**src/rtl/core/ssidr_pkg.sv**
```systemverilog
`default_nettype none
// ----------------------------------------------------------------------------
// Sorted set dense rank package
// Shared constants, beat types and control structures for the sorted set
// with dense rank and insert.
// ----------------------------------------------------------------------------
package ssidr_pkg;

  localparam int unsigned TableDepth = 256;
  localparam int unsigned ScoreW     = 31;
  localparam int unsigned RankW      = 9;
  localparam int unsigned KindW      = 2;
  localparam int unsigned CntW       = $clog2(TableDepth + 1);
  localparam int unsigned GrpSize    = 16;
  localparam int unsigned GrpIdxW    = $clog2(GrpSize);
  localparam int unsigned NumGrp     = (TableDepth + GrpSize - 1) / GrpSize;
  localparam int unsigned PadDepth   = NumGrp * GrpSize;
  localparam int unsigned SumW       = (CntW + 1 > RankW) ? CntW + 1 : RankW;

  typedef enum logic [KindW-1:0] {
    KindLoad  = 2'd0,
    KindQuery = 2'd1,
    KindClear = 2'd2
  } kind_e;

  typedef enum logic [1:0] {
    StIdle,
    StCmp,
    StGrp,
    StFin
  } state_e;

  typedef struct packed {
    logic [KindW-1:0]  kind;
    logic [ScoreW-1:0] score;
  } in_t;

  typedef struct packed {
    logic [RankW-1:0] rank;
    logic             dropped;
  } out_t;

  typedef struct packed {
    logic              cmp_en;
    logic              ins_en;
    logic [ScoreW-1:0] key;
  } cell_ctrl_t;

  typedef struct packed {
    logic               all_gt;
    logic [GrpIdxW-1:0] idx;
    logic               eq;
  } grp_t;

endpackage
`default_nettype wire

```
**src/rtl/core/ssidr_cell.sv**
```systemverilog
`default_nettype none
// ----------------------------------------------------------------------------
// Sorted set cell
// Holds one stored score, compares it with the broadcast key and takes the
// key or its upper neighbour's score when an insertion shifts the row.
// ----------------------------------------------------------------------------
module ssidr_cell (
  input  logic                       clk_i,
  input  ssidr_pkg::cell_ctrl_t      ctrl_i,
  input  logic                       vld_i,
  input  logic                       prev_gt_i,
  input  logic [ssidr_pkg::ScoreW-1:0] prev_score_i,
  output logic [ssidr_pkg::ScoreW-1:0] score_o,
  output logic                       gt_o,
  output logic                       eq_o
);
  import ssidr_pkg::*;

  logic [ScoreW-1:0] score_q;
  logic              gt_q;
  logic              eq_q;

  always_ff @(posedge clk_i) begin
    if (ctrl_i.cmp_en) begin
      gt_q <= vld_i && (score_q > ctrl_i.key);
      eq_q <= vld_i && (score_q == ctrl_i.key);
    end
    if (ctrl_i.ins_en && !gt_q) begin
      score_q <= prev_gt_i ? ctrl_i.key : prev_score_i;
    end
  end

  assign score_o = score_q;
  assign gt_o    = gt_q;
  assign eq_o    = eq_q;

endmodule
`default_nettype wire

```
**config.mk**
```make
export PLATFORM = sky130hd
export DESIGN_NAME = ssidr_cell
export DESIGN_NICKNAME = d
export VERILOG_FILES = /design/src/rtl/core/ssidr_pkg.sv /design/src/rtl/core/ssidr_cell.sv
export SDC_FILE = /design/constraint.sdc
export NUM_CORES = 1
export LEC_CHECK = 0
export BUFFER_PORTS_ARGS = -buffer_cell sky130_fd_sc_hd__buf_4
export CAP_MARGIN = 25
export CORE_UTILIZATION = 52
export CTS_BUF_LIST = sky130_fd_sc_hd__clkbuf_4
export CTS_CLUSTER_DIAMETER = 30
export CTS_CLUSTER_SIZE = 12
export DETAILED_ROUTE_END_ITERATION = 16
export GPL_TIMING_DRIVEN = 0
export PLACE_DENSITY = 0.88
export SYNTH_ARGS = -nofsm -noshare
export SYNTH_HDL_FRONTEND = slang
export SYNTH_SLANG_ARGS = --single-unit
```
**constraint.sdc**
```tcl
create_clock -name clk_i -period 3.77 [get_ports clk_i]
set_input_delay 0.377 -clock clk_i [delete_from_list [all_inputs] [get_ports clk_i]]
set_output_delay 0.377 -clock clk_i [all_outputs]
set_load 0.005 [all_outputs]
```
# After elaboration in Yosys (flattened, before gate mapping)
# Cells that the tools add are included.
dict set report totals {
  word_cells 10
  inputBits 67
  out_inout_bits 33
  ff_bits 33
}
dict set report op_classes {
  n_lt_le_gt_ge 1
  n_eq_ne 1
  reduce_logical 4
  n_mux 1
}
# operator count
set op_table {}
lappend op_table {{$eq A31 B31 Y1} 1}
lappend op_table {{$gt A31 B31 Y1} 1}
lappend op_table {{$mux W31} 1}
lappend op_table {{$logic_and A1 B1 Y1} 3}
lappend op_table {{$logic_not A1 Y1} 1}

# Longest topological paths before layout
dict set report depth {
  depth_word 2
  ltp_mapped 7
  depth_no_buf 7
}

# Worst setup path before layout
# OpenSTA, ideal clock, no wires.
dict set report synth_timing {
  path_type {reg2reg}
  from {register gt_q (netlist: gt_o)}
  to {register score_q[0] (netlist: score_o[0]), enable pin}
  t_arrival_ns 1.813
  path_slack_ns 1.534
  setup_time_ns 0.422
  period_less_slack_ns 2.236
  required_time_ns 3.348
  path_stages_with_launch 2
  cell_sequence {edfxtp_1 nor2b_1}
}
dict set report synth_between {
  elab_chain_cells 2
}
# element line_no
set synth_lines {}
lappend synth_lines {{start: declaration} ssidr_cell.sv:20} ;# logic gt_q;
lappend synth_lines {{start signal: assignment} ssidr_cell.sv:25} ;# gt_q <= vld_i && (score_q > ctrl_i.key);
lappend synth_lines {{$logic_not A1 Y1} ssidr_cell.sv:28} ;# if (ctrl_i.ins_en && !gt_q) begin
lappend synth_lines {{$logic_and A1 B1 Y1} ssidr_cell.sv:28}
lappend synth_lines {{end signal: assignment} ssidr_cell.sv:29} ;# score_q <= prev_gt_i ? ctrl_i.key : prev_score_i;
lappend synth_lines {{end: declaration} ssidr_cell.sv:19} ;# logic [ScoreW-1:0] score_q;
# Every way passes these cells.
# A chain may end at the register's enable or synchronous reset.

# Worst setup path after layout
dict set report layout_timing {
  from {register score_q[25] (netlist: score_o[25])}
  to {register gt_q (netlist: gt_o) (data pin)}
}
dict set report layout_between {
  elab_chain_cells 2
}
# element line_no
set layout_lines {}
lappend layout_lines {{$gt A31 B31 Y1} ssidr_cell.sv:25}
lappend layout_lines {{$logic_and A1 B1 Y1} ssidr_cell.sv:25}
# Every way passes these cells.

==> flow_metrics.py <==
metrics = {
    "finish": {
        "utilization": 0.757,
        "nNetsFinal": 383,
        "layout-drive-gt1-share": 0.507,
        "area_growth_syn_to_layout_pct": 39.5,
        "fin_cells": 336,
        "antenna_cells": 0,
    },
    "drt": {
        "drt-initial-drc-count": 48,
        "drcViolationCount": 0,
        "wl_um": 4860,
        "drtPass1Iterations": 4,
        "via_per_inst": 5.18,
        "wl_per_cell_um": 14.5,
        "vias": 1739,
        "ant_nets": 0,
    },
    "clock_tree": {
        "clkLatencyLatePin_ns": 0.35,
        "clock_path_buffers": 2,
        "postCtsHoldBufs": 0,
        "cts-htree-levels": 2,
        "cts.sinks": 33,
        "clockRootBuffer": "clkbuf_4",
        "cts.clk_slew.worst_paths_ns": 0.11,
        "cts_setup_buffers": 0,
        "tritoncts": "yes",
        "post_cts_resized": 0,
        "cts_buffers": 5,
    },
    "placed_design": {
        "pre_cts_slack_ns": 1.77,
        "place_hpwl_um": 3970,
        "place_congestion": 0.689,
        "dp_cells": 328,
        "io_buffer_count": 99,
    },
    "setup_path": {
        "slowest_delay_ns": 0.41,
        "crit_chain": "ha_1 -> nand4_1 -> nor2_1 -> a221o_1 -> a211oi_2 -> a21oi_1",
        "path_buf_inv": 0,
        "rr_startpoint": "score_o[25]",
        "startpoint_type": "register",
        "crit_fanout": 3,
        "critical_path.startpoint": "score_o[25]",
        "cp_top_family": "compound AO/OA/AOI/OAI gates",
        "crit_slowest_cell": "edfxtp_1",
        "cp.required_ns": 3.87,
        "end_kind": "register",
        "worstSetupPathType": "reg2reg",
        "cp.arrival_ns": 1.99,
    },
    "synthesis": {
        "synth_top_cells_by_count": "33 x edfxtp_1, 31 x ha_1, 31 x inv_1, 31 x mux2_2, 12 x a21oi_1",
        "yosysMostFrequentCell": "edfxtp_1",
        "yosysTopAreaCell": "edfxtp_1",
        "synth_area_per_cell_um2": 12.2,
        "synth-seq-cells": 33,
        "synth_fp_nets": 277,
        "synth_edf_count": 33,
        "synth_warnings": 0,
        "synth_cell_types": 26,
        "seq_area_frac_synth": 0.454,
        "synth_area_leaders": "edfxtp_1 45%, ha_1 18%, mux2_2 16%",
        "synth_flop_cell": "edfxtp_1",
        "synth_area_um2": 2180,
        "synth_top_area_frac": 0.454,
        "ys_async_sr_fraction": 0,
        "synthCells": 179,
    },
    "floorplan": {
        "ios": 100,
        "dieArea_um2": 4460,
        "die_w_um": 66.8,
        "rows": 23,
        "chipHeight_um": 66.8,
        "initial_utilization": 0.542,
        "core_area_um2": 4030,
    },
    "global_route": {
        "grt_pass1_vias": 1652,
        "grt_max_degree": 32,
        "grt_usage": 0.223,
        "grt_antenna_before_repair": 0,
        "overflow": 0,
        "grt_first_pass_wirelength_um": 7090,
    },
    "timing": {
        "skew_ns": 0.00994,
        "maxSlewViolCount": 0,
        "rsz0062_at_grt": "false",
        "min_period_ns": 1.89,
        "period_share": 0.501,
        "fmax_mhz": 529,
        "tightest_slew_ns": 0.888,
        "finalWorstSetupSlack_ns": 1.88,
        "setup_viol": 0,
        "finalSetupTns_ns": 0,
        "hold_violations": 0,
        "relSlewSlack": 0.407,
    },
    "power_and_ir_drop": {
        "combPwrFrac": 0.257,
        "power_density_nw_per_um2": 282,
        "sw_frac_of_total": 0.267,
        "clkPwrFrac": 0.224,
        "seqPwrFrac": 0.519,
        "p_leak_nw": 1.47,
        "power.internal_mw": 0.630,
        "netSwitchingPower_mw": 0.230,
        "peakVddDrop_mv": 0.205,
    },
    "min_path": {
        "hold_start": "ctrl_i[32]",
        "min_path_type": "in2reg",
    },
    "run": {
        "drv_cap": 0,
    },
    "run_status": {
        "outcome": "complete, no violations",
    },
}
[flip-flops by register name, indices dropped and copies added, names as in the netlist]
register  flops
score_o      31
eq_o          1
gt_o          1
[metrics by stage]
stage | instance area, µm² | power, mW | hold WS [ns]
3_3_place_gp | 2990 | 0.668 | 0.585
6_report | 3050 | 0.860 | 0.232
2_1_floorplan | 2180 | 0.562 | 0.489
3_5_place_dp | 3000 | 0.677 | 0.590
4_1_cts | 3050 | 0.873 | 0.218
5_1_grt | 3050 | 0.905 | 0.216
[path summary, 6_finish.rpt]
path | slack, ns | cells after the start | to
worst min-delay path | 0.23 | 1 | gt_o
worst max register to register | 1.88 | 6 | gt_o
worst max-delay path | 1.88 | 6 | gt_o
worst min register to register | 0.80 | 1 | score_o[13]
[metal layers]
| metal | share of wire | routed length, µm | global-route usage |
|---|---|---|---|
| met1 | 0.39 | 1890 | 0.247 |
| met2 | 0.54 | 2620 | 0.395 |
| met3 | 0.046 | 225 | 0.0548 |
| met4 | 0.026 | 128 | 0.104 |
| met5 | 0 | 0 | 0 |
[power by group through the flow]
| stage | clock network [mW] | registers, mW | logic, mW |
|---|---|---|---|
| after floorplan | 0 | 0.456 | 0.106 |
| after global placement | 0 | 0.455 | 0.213 |
| after detailed placement | 0 | 0.455 | 0.222 |
| after CTS | 0.202 | 0.447 | 0.224 |
| after global routing | 0.211 | 0.449 | 0.244 |
| final | 0.193 | 0.447 | 0.221 |
[cells in the final DEF, fill, tap and decap left out, types with 3 or more instances in the layout]
cell      instances
buf_4            99
edfxtp_1         33
mux2_2           31
buf_2             3
a21oi_1          12
nand4_1           6
clkbuf_4          5
nand3_1           5
inv_1            31
nand2_1           5
ha_1             31
nor2_1            3
[cell type report]
type | instances | area [µm²]
Multi-Input combinational cell | 112 | 1070
Sequential cell | 33 | 991
Fill cell | 285 | 981
Timing Repair Buffer | 99 | 743
Inverter | 31 | 116
Tap cell | 50 | 62.6
Clock buffer | 5 | 37.5
Buffer | 3 | 15.0
Clock inverter | 3 | 12.5
[cell families after synthesis]
| kind of cell | Yosys count | synth area share |
|---|---|---|
| buffers and inverters | 34 | 0.0601 |
| DFF | 33 | 0.454 |
| and+or+nand+nor | 26 | 0.0762 |
| adders and majority gates | 31 | 0.178 |
| muxes | 31 | 0.160 |
| AOI/OAI and AO/OA | 24 | 0.0727 |
No activity file was read; power rests on OpenSTA's default activity.
