**src/rtl/core/ssidr_pkg.sv**
```systemverilog
`default_nettype none
// ----------------------------------------------------------------------------
// Sorted set dense rank package
// Shared constants, beat types and control structures for the sorted set
// with dense rank and insert.
// ----------------------------------------------------------------------------
package ssidr_pkg;

  localparam int unsigned TableDepth = 256;
  localparam int unsigned ScoreW     = 31;
  localparam int unsigned RankW      = 9;
  localparam int unsigned KindW      = 2;
  localparam int unsigned CntW       = $clog2(TableDepth + 1);
  localparam int unsigned GrpSize    = 16;
  localparam int unsigned GrpIdxW    = $clog2(GrpSize);
  localparam int unsigned NumGrp     = (TableDepth + GrpSize - 1) / GrpSize;
  localparam int unsigned PadDepth   = NumGrp * GrpSize;
  localparam int unsigned SumW       = (CntW + 1 > RankW) ? CntW + 1 : RankW;

  typedef enum logic [KindW-1:0] {
    KindLoad  = 2'd0,
    KindQuery = 2'd1,
    KindClear = 2'd2
  } kind_e;

  typedef enum logic [1:0] {
    StIdle,
    StCmp,
    StGrp,
    StFin
  } state_e;

  typedef struct packed {
    logic [KindW-1:0]  kind;
    logic [ScoreW-1:0] score;
  } in_t;

  typedef struct packed {
    logic [RankW-1:0] rank;
    logic             dropped;
  } out_t;

  typedef struct packed {
    logic              cmp_en;
    logic              ins_en;
    logic [ScoreW-1:0] key;
  } cell_ctrl_t;

  typedef struct packed {
    logic               all_gt;
    logic [GrpIdxW-1:0] idx;
    logic               eq;
  } grp_t;

endpackage
`default_nettype wire

```
**src/rtl/core/ssidr_group.sv**
```systemverilog
`default_nettype none
// ----------------------------------------------------------------------------
// Sorted set group encoder
// Finds the first cell of a group whose score is not greater than the key
// and registers its local index together with its equality flag.
// ----------------------------------------------------------------------------
module ssidr_group (
  input  logic                        clk_i,
  input  logic [ssidr_pkg::GrpSize-1:0] gt_i,
  input  logic [ssidr_pkg::GrpSize-1:0] eq_i,
  output ssidr_pkg::grp_t             grp_o
);
  import ssidr_pkg::*;

  grp_t grp_d;
  grp_t grp_q;

  always_comb begin
    grp_d.all_gt = &gt_i;
    grp_d.idx    = '0;
    grp_d.eq     = 1'b0;
    for (int i = GrpSize - 1; i >= 0; i--) begin
      if (!gt_i[i]) begin
        grp_d.idx = GrpIdxW'(i);
        grp_d.eq  = eq_i[i];
      end
    end
  end

  always_ff @(posedge clk_i) begin
    grp_q <= grp_d;
  end

  assign grp_o = grp_q;

endmodule
`default_nettype wire

```
**config.mk**
```make
export PLATFORM = sky130hd
export DESIGN_NAME = ssidr_group
export DESIGN_NICKNAME = d
export VERILOG_FILES = /design/src/rtl/core/ssidr_pkg.sv /design/src/rtl/core/ssidr_group.sv
export SDC_FILE = /design/constraint.sdc
export NUM_CORES = 1
export LEC_CHECK = 0
export BUFFER_PORTS_ARGS = -buffer_cell sky130_fd_sc_hd__buf_2
export CORE_AREA = 2 2 39 41
export CTS_CLUSTER_DIAMETER = 100
export DETAILED_ROUTE_END_ITERATION = 10
export DIE_AREA = 0 0 41 43
export PLACE_DENSITY_LB_ADDON = 0.05
export SYNTH_ARGS = -nofsm -noshare
export SYNTH_HDL_FRONTEND = slang
export SYNTH_SLANG_ARGS = --single-unit
```
**constraint.sdc**
```tcl
create_clock -name clk_i -period 1.1 [get_ports clk_i]
set_input_delay 0.11 -clock clk_i [delete_from_list [all_inputs] [get_ports clk_i]]
set_output_delay 0.11 -clock clk_i [all_outputs]
set_load 0.005 [all_outputs]
```
# Yosys cells after proc, flatten, opt, wreduce, memory -nomap -nowiden
# Cells that the tools add are included.
# word_totals
output_inout_bits	6
register_bits	6
word_cells	26
# classes
n_reduce_logical	4
mux	16
# op_table
cell	n
$mux W5	8
$mux W4	4
$reduce_and A16 Y1	1
$reduce_and A8 Y1	1
$mux W3	2
$reduce_and A4 Y1	1
$mux W2	1
$reduce_and A2 Y1	1
$mux W1	1

# Depth between registers and ports, before layout
# Gate-level depths: netlist of the first run.
# logic_depth
depth_word	16
ltp_mapped	5
depth_no_buf	5

# Least setup slack after synthesis of the first run
# Ideal clock, no wire load.
# synth_timing
path_kind	input -> register
start	in gt_i[13] (netlist bit)
end	reg grp_q, in the netlist grp_o[0]
path_slack_ns	0.157
arrival_ns	0.823
cell_stages	5
setup_time_ns	0.120
path_buffers	0
required_ns	0.980
cell_sequence	o22ai_1 > nor3_1 > a211oi_1 > nor3_1 > o31a_1
# synth_lines
item	line_no	rtl
start: declaration	ssidr_group.sv:9	input logic [ssidr_pkg::GrpSize-1:0] gt_i,
end signal: assignment	ssidr_group.sv:31	grp_q <= grp_d;
end: declaration	ssidr_group.sv:16	grp_t grp_q;

==> flow_metrics.py, run 1 <==
metrics = {
    "run_status": {
        "status": "complete, no violations",
    },
    "setup_path": {
        "start_kind": "input pin",
        "worstPathRequired_ps": 1240,
        "crit_buf_inv": 1,
        "path_common_cell": "nor3_1",
        "slowest_stage": "a211oi_1",
        "slowest_delay_ps": 240,
        "cp_top_family": "compound AO/OA/AOI/OAI gates",
        "cp-end-kind": "flip-flop",
        "crit_arrival_ps": 1030,
        "worstPathCellList": "buf_2 -> o22ai_1 -> nor3_1 -> a211oi_1 -> nor3_1 -> o31a_1",
        "crit_type": "in2reg",
        "path_max_fanout": 3,
    },
    "timing": {
        "max_slew_margin": 0.851,
        "whs_ps": 103,
        "slew_viol_final": 0,
        "fin_crit_sh": 0.809,
        "period_minus_slack_ps": 890,
        "grt_setup_unrepaired": "no",
        "setup_violations": 0,
        "fmax_mhz": 1120,
        "worstMarginPinSlew_ps": 222,
        "hold_viol_final": 0,
        "finalWorstSetupSlack_ps": 210,
    },
    "floorplan": {
        "num_rows": 14,
        "fp.dieArea_um2": 1760,
        "fp.dieW_um": 41,
        "core_um2": 1380,
        "boundaryPins": 39,
        "die_h_um": 43,
        "start_util": 0.330,
    },
    "job": {
        "drv_cap": 0,
    },
    "clocking": {
        "cts-root-buf": "clkbuf_4",
        "cts_buffers": 3,
        "cts_hold_buf": 0,
        "cts_resized": 0,
        "postCtsSetupBuffers": 0,
        "cts_tree": "yes",
        "clkSinkCount": 6,
        "htree_levels": 1,
        "cts.path.max_buffers": 2,
        "clk_pin_slew_ps": 50,
    },
    "final_layout": {
        "final_area_um2": 734,
        "final_util": 0.531,
        "fin_cells": 129,
        "diodes": 0,
        "largest_reg_flops": 6,
        "drive_above_1_share": 0.425,
        "area_growth_pct": 60.8,
        "layout.nets": 148,
    },
    "placement": {
        "dpl.cell_count": 126,
        "hpwl_mm": 1.12,
        "pre_cts_ws_ps": -60.6,
        "port-buffer-count": 38,
        "gp_congestion": 0.769,
        "place_area_um2": 712,
    },
    "drt": {
        "antenna_left": 0,
        "dr.first_iter.drc_count": 15,
        "avgRoutedWirePerCell_um": 9.94,
        "drcViolationCount": 0,
        "avgViaCountPerCell": 5.19,
        "wl_mm": 1.28,
        "vias": 669,
        "dr.pass1.iters": 4,
    },
    "grt": {
        "top_usage_layer": "met2",
        "grt_max_degree": 8,
        "grt_overflow": 0,
        "grtUsageMet3": 0.0314,
        "antenna_found_initial": 0,
        "grtUsageTotal": 0.171,
        "grt_pass1_vias": 545,
        "met1_usage": 0.222,
        "grt.met2_usage": 0.253,
        "grt_pass1_wl_mm": 2.10,
    },
    "logic_synthesis": {
        "ys_warn_count": 0,
        "synthesis.area_um2": 457,
        "synth_cells": 66,
        "syn_area_per_cell_um2": 6.92,
        "syn-num-nets": 99,
        "synth.distinct_cells": 23,
        "ys_seq_area_frac": 0.263,
        "ys_seq_elements": 6,
    },
    "power": {
        "ir_drop_uv": 252,
        "p_per_area_nw_per_um2": 847,
        "leakagePower_nw": 0.361,
    },
    "hold_path": {
        "hold_depth": 2,
        "hold_class": "in2reg",
        "worstHoldStart": "gt_i[3]",
        "whs_endpoint": "grp_o[2]",
    },
}
==> power by group <==
group	total (mW)	internal (mW)	switching, mW
Clock	0.206	0.124	0.0823
Combinational	0.186	0.0989	0.0868
Sequential	0.231	0.228	0.00251
Total	0.622	0.451	0.172
==> worst max path at each step <==
| stage | start | endpoint | slack, ps | depth (start not counted) |
|---|---|---|---|---|
| floorplan | gt_i[13] | grp_o[0] | 160 | 5 |
| global placement | gt_i[13] | grp_o[0] | -50 | 6 |
| detailed placement | gt_i[13] | grp_o[0] | -60 | 6 |
| CTS | gt_i[13] | grp_o[0] | 190 | 6 |
| global route | gt_i[15] | grp_o[0] | 140 | 6 |
| finish | gt_i[13] | grp_o[0] | 210 | 6 |
==> synth_stat cells <==
library cell  instances  area (um^2)
o211ai_1              1         7.51
nand2b_1              6         37.5
inv_1                 4         15.0
a311oi_1              1         8.76
nor2_1                6         22.5
a211oi_1              1         7.51
o21ai_1               1         5.00
nor3_1                3         15.0
o22ai_1               2         12.5
a21oi_1               4         20.0
dfxtp_1               6          120
and4_1                1         8.76
a31oi_1               3         18.8
nand3_1               4         20.0
a21boi_0              1         7.51
nand2_1               6         22.5
nand4_1               5         31.3
or2_2                 1         6.26
o31a_1                2         17.5
o221ai_1              1         8.76
nand3b_1              3         22.5
o21ai_0               3         15.0
nor2b_1               1         6.26
==> cells in the final DEF, fill, tap and decap left out, types with 3 or more instances in the layout <==
master / instances
inv_1: 4
nand3b_1: 3
a31oi_1: 3
o21ai_0: 3
nand2b_1: 6
dfxtp_1: 6
buf_4: 6
nor2_1: 6
nand2_1: 6
nor3_1: 3
a21oi_1: 4
buf_2: 38
clkbuf_4: 3
nand3_1: 4
nand4_1: 5
==> final cells by class <==
cell class / count / area [um^2]
clock buffer: 3 / 22.5
tap: 16 / 20.0
timing repair buffer: 44 / 235
fill: 161 / 649
inverter: 4 / 15.0
multi-input combinational: 56 / 322
sequential: 6 / 120
==> per-stage QoR <==
step                total power, mW  setup TNS, ps
floorplan                     0.301              0
global placement              0.419          -46.5
detailed placement            0.422          -60.6
CTS                           0.625              0
global route                  0.668              0
finish                        0.622              0
==> kinds of logic (layout without fill, tap and decap cells) <==
| group | after synthesis | after routing | synth area share |
|---|---|---|---|
| DFF | 6 | 6 | 0.263 |
| buffers and inverters | 4 | 51 | 0.0329 |
| AOI/OAI and AO/OA | 20 | 20 | 0.282 |
| and+or+nand+nor | 36 | 36 | 0.422 |
==> per-layer routing <==
metal  part of all wire  wire length, um
met4              0.023               29
met2               0.46              591
met3              0.073               93
met5                  0                0
met1               0.44              568
(Power assumes the default switching activity.)
==> run 2: changes to the inputs <==
Settings changed: CORE_AREA 2 2 39 41 to not set, CORE_UTILIZATION set to 32, DIE_AREA 0 0 41 43 to not set.
Clock period 1.1 ns to 0.8 ns, I/O delays scaled along.
==> flow_metrics.py, run 2 (synthesized netlist as in run 1, its figures left out) <==
metrics = {
    "final_layout": {
        "drive_above_1_share": 0.533,
        "diodes": 0,
        "fill_cells": 118,
        "layout_commonest_cell": "buf_2",
        "multiInputGateArea_um2": 372,
        "area_growth_pct": 89.0,
        "layout.nets": 155,
        "regArea_um2": 120,
        "largest_reg_flops": 6,
        "final_cell_mix": "33 x buf_2, 14 x buf_4, 6 x nand2_1, 6 x nor2_1, 6 x dfxtp_1",
        "fin_cells": 135,
    },
    "setup_path": {
        "start_kind": "input pin",
        "crit_type": "in2reg",
        "slowest_stage": "o31a_1",
        "slowest_delay_ps": 290,
        "worstPathRequired_ps": 930,
        "crit_arrival_ps": 930,
        "cp-end-kind": "flip-flop",
        "cp_top_family": "compound AO/OA/AOI/OAI gates",
        "crit_buf_inv": 2,
        "crit_start": "gt_i[12]",
        "path_max_fanout": 3,
        "path_common_cell": "buf_6",
        "worstPathCellList": "buf_6 -> buf_6 -> a21boi_2 -> o21ai_2 -> a21oi_2 -> o31a_1",
    },
    "clocking": {
        "htree_levels": 1,
        "cts.path.max_buffers": 2,
        "clkSinkCount": 6,
        "clk_pin_slew_ps": 40,
        "cts_buffers": 3,
        "cts-root-buf": "clkbuf_4",
        "cts_tree": "yes",
    },
    "timing": {
        "grt_setup_unrepaired": "yes",
        "fin_crit_sh": 1.01,
        "finalWorstSetupSlack_ps": -4.82,
        "setup_violations": 2,
        "slew_viol_final": 0,
        "worstMarginPinSlew_ps": 227,
        "fmax_mhz": 1240,
        "final.setup.tns_ps": -7.08,
        "period_minus_slack_ps": 805,
        "max_slew_margin": 0.847,
        "whs_ps": 88.4,
        "hold_viol_final": 0,
    },
    "placement": {
        "gp_congestion": 0.815,
        "dpl.cell_count": 132,
        "hpwl_mm": 1.11,
        "port-buffer-count": 38,
    },
    "floorplan": {
        "start_util": 0.347,
        "die_h_um": 39.8,
        "boundaryPins": 39,
        "core_um2": 1320,
        "num_rows": 13,
        "fp.dieW_um": 39.8,
        "fp.dieArea_um2": 1580,
    },
    "grt": {
        "grt_overflow": 0,
        "grt_pass1_wl_mm": 2.24,
        "grt_pass1_vias": 545,
        "grt_max_degree": 8,
        "antenna_found_initial": 0,
        "grtUsageTotal": 0.210,
    },
    "hold_path": {
        "worstHoldStart": "gt_i[3]",
        "hold_class": "in2reg",
    },
    "drt": {
        "drcViolationCount": 0,
        "dr.first_iter.drc_count": 10,
        "wl_mm": 1.35,
        "avgRoutedWirePerCell_um": 10.0,
        "vias": 691,
        "avgViaCountPerCell": 5.12,
        "dr.pass1.iters": 4,
        "antenna_left": 0,
    },
    "run_status": {
        "violations": "setup timing",
        "status": "complete, but fails checks",
    },
    "power": {
        "leakagePower_nw": 0.420,
        "ir_drop_uv": 610,
        "p_per_area_nw_per_um2": 1070,
    },
    "job": {
        "drv_cap": 0,
    },
}
-- run 2: final timing paths --
kind  endpoint  slack [ps]  cells past startpoint
max   grp_o[1]          -5                      6
min   grp_o[2]          90                      2
-- run 2: per-layer routing --
metal  part of all wire  global-route usage
met1               0.44               0.248
met2               0.49               0.344
met3              0.064              0.0398
met4             0.0074               0.121
met5                  0                   0
-- run 2: final cells by class --
type / instances / area share
repair buffers: 51 / 0.365
inverters: 4 / 0.0174
multi-input cells: 56 / 0.430
flip-flops and latches: 6 / 0.139
clock buffers: 3 / 0.0261
well taps: 15 / 0.0217
-- run 2: what timing repair did --
item	4_1_cts	5_1_grt
pin swaps	4	10
gates resized for setup	4	11
buffers inserted	0	0
endpoints found under the setup margin	1	3
hold buffers	0	0
-- run 2: stage by stage --
step           setup slack [ps]  instance area (um^2)  total power [mW]  utilization
3_3_place_gp               -296                   777             0.609        0.590
4_1_cts                   -55.1                   818             0.902        0.621
5_1_grt                   -35.0                   863             0.991        0.655
6_report                  -4.82                   863             0.923        0.655
3_5_place_dp               -347                   777             0.611        0.590
2_1_floorplan             -82.9                   470             0.420            -
-- run 2: power by group --
group          switching, mW  internal [mW]  leakage, nW
clock                  0.109          0.170       0.0138
combinational          0.143          0.184        0.357
sequential           0.00332          0.314       0.0494
==> run 3: changes to the inputs <==
Settings changed: CORE_UTILIZATION 32 to 30.
==> flow_metrics.py, run 3 (synthesized netlist as in run 1, its figures left out) <==
metrics = {
    "final_layout": {
        "fill_cells": 128,
        "final_cell_mix": "31 x buf_2, 15 x buf_4, 6 x nand2_1, 6 x nor2_1, 6 x dfxtp_1",
        "largest_reg_flops": 6,
        "drive_above_1_share": 0.542,
        "layout.nets": 155,
        "layout_commonest_cell": "buf_2",
        "area_growth_pct": 95.6,
        "diodes": 0,
    },
    "clocking": {
        "cts_buffers": 3,
        "clkSinkCount": 6,
        "clk_pin_slew_ps": 40,
        "cts-root-buf": "clkbuf_4",
        "cts_tree": "yes",
        "htree_levels": 1,
        "cts.path.max_buffers": 2,
    },
    "hold_path": {
        "hold_class": "in2reg",
    },
    "grt": {
        "grt_max_degree": 8,
        "grt_pass1_wl_mm": 2.10,
        "antenna_found_initial": 0,
        "grt_overflow": 0,
        "grt_pass1_vias": 567,
        "grtUsageTotal": 0.186,
    },
    "power": {
        "power_mw": 0.935,
        "leakagePower_nw": 0.428,
        "ir_drop_uv": 426,
        "p_per_area_nw_per_um2": 1050,
    },
    "floorplan": {
        "fp.dieArea_um2": 1680,
        "die_h_um": 41.0,
        "boundaryPins": 39,
        "start_util": 0.338,
        "num_rows": 13,
        "fp.dieW_um": 41.0,
        "core_um2": 1350,
    },
    "drt": {
        "dr.pass1.iters": 4,
        "vias": 690,
        "antenna_left": 0,
        "avgViaCountPerCell": 5.11,
        "dr.first_iter.drc_count": 19,
        "drcViolationCount": 0,
        "avgRoutedWirePerCell_um": 10.8,
        "wl_mm": 1.46,
    },
    "placement": {
        "hpwl_mm": 1.07,
        "port-buffer-count": 38,
        "gp_congestion": 0.786,
    },
    "timing": {
        "finalWorstSetupSlack_ps": -39.8,
        "max_slew_margin": 0.849,
        "fin_crit_sh": 1.05,
        "setup_violations": 2,
        "slew_viol_final": 0,
        "fmax_mhz": 1190,
        "worstMarginPinSlew_ps": 226,
        "period_minus_slack_ps": 840,
        "hold_viol_final": 0,
        "whs_ps": 83.0,
        "grt_setup_unrepaired": "yes",
    },
    "setup_path": {
        "crit_start": "gt_i[13]",
        "cp-endpoint": "grp_o[0]",
        "crit_arrival_ps": 970,
        "cp-end-kind": "flip-flop",
        "crit_type": "in2reg",
        "worstPathRequired_ps": 930,
        "start_kind": "input pin",
        "path_max_fanout": 3,
    },
    "job": {
        "drv_cap": 0,
    },
    "run_status": {
        "violations": "setup timing",
        "status": "complete, but fails checks",
    },
}
[run 3: cell counts in the layout (fill, tap and decap cells not counted)]
No cell type changed its count.
[run 3: worst min path at each step]
| stage | from | to | slack (ps) | depth (start not counted) |
|---|---|---|---|---|
| 2_1_floorplan | gt_i[2] | grp_o[2] | 180 | 1 |
| 3_3_place_gp | gt_i[3] | grp_o[2] | 330 | 2 |
| 3_5_place_dp | gt_i[3] | grp_o[2] | 330 | 2 |
| 4_1_cts | gt_i[3] | grp_o[2] | 80 | 2 |
| 5_1_grt | gt_i[3] | grp_o[2] | 80 | 2 |
| 6_report | gt_i[3] | grp_o[2] | 80 | 2 |
[run 3: report_power, final]
part           switching, mW  internal [mW]
Combinational          0.151          0.197
Clock                  0.100          0.169
Sequential           0.00294          0.314
Total                  0.254          0.680
[run 3: critical path, stage by stage]
cell	delay, ps
buf_8	100
o22ai_4	170
nor3_2	70
a211oi_2	230
nor3_2	70
o31a_1	230
[run 3: timing repair]
item	in CTS	in global routing
setup buffers	0	1
endpoints found under the hold margin	0	0
setup endpoints to repair	1	2
pin swaps	8	8
hold buffers	0	0
gates resized for setup	10	14
[run 3: cell type report]
class / count / area (um^2) / share of cell area
flip-flops and latches: 6 / 120 / 0.134
well taps: 15 / 18.8 / 0.0210
inverters: 4 / 15.0 / 0.0168
clock buffers: 3 / 22.5 / 0.0252
repair buffers: 51 / 332 / 0.371
multi-input cells: 56 / 385 / 0.431
[run 3: layer usage]
metal | track usage | vias to the layer above | wire length [um]
met2 | 0.340 | 24 | 814
met5 | 0 | - | 0
met4 | 0.0750 | 0 | 0
met1 | 0.216 | 309 | 576
met3 | 0.0163 | 0 | 73
li1 | - | 357 | -
[run 3: metrics by stage]
stage	instances	instance area, um^2	setup WS, ps	setup TNS [ps]	utilization
2_1_floorplan	66	470	-82.9	-82.9	-
3_5_place_dp	131	769	-309	-910	0.570
5_1_grt	135	893	-72.4	-113	0.662
6_report	135	893	-39.8	-73.1	0.662
4_1_cts	134	840	-20.5	-20.5	0.622
3_3_place_gp	131	769	-264	-843	0.570
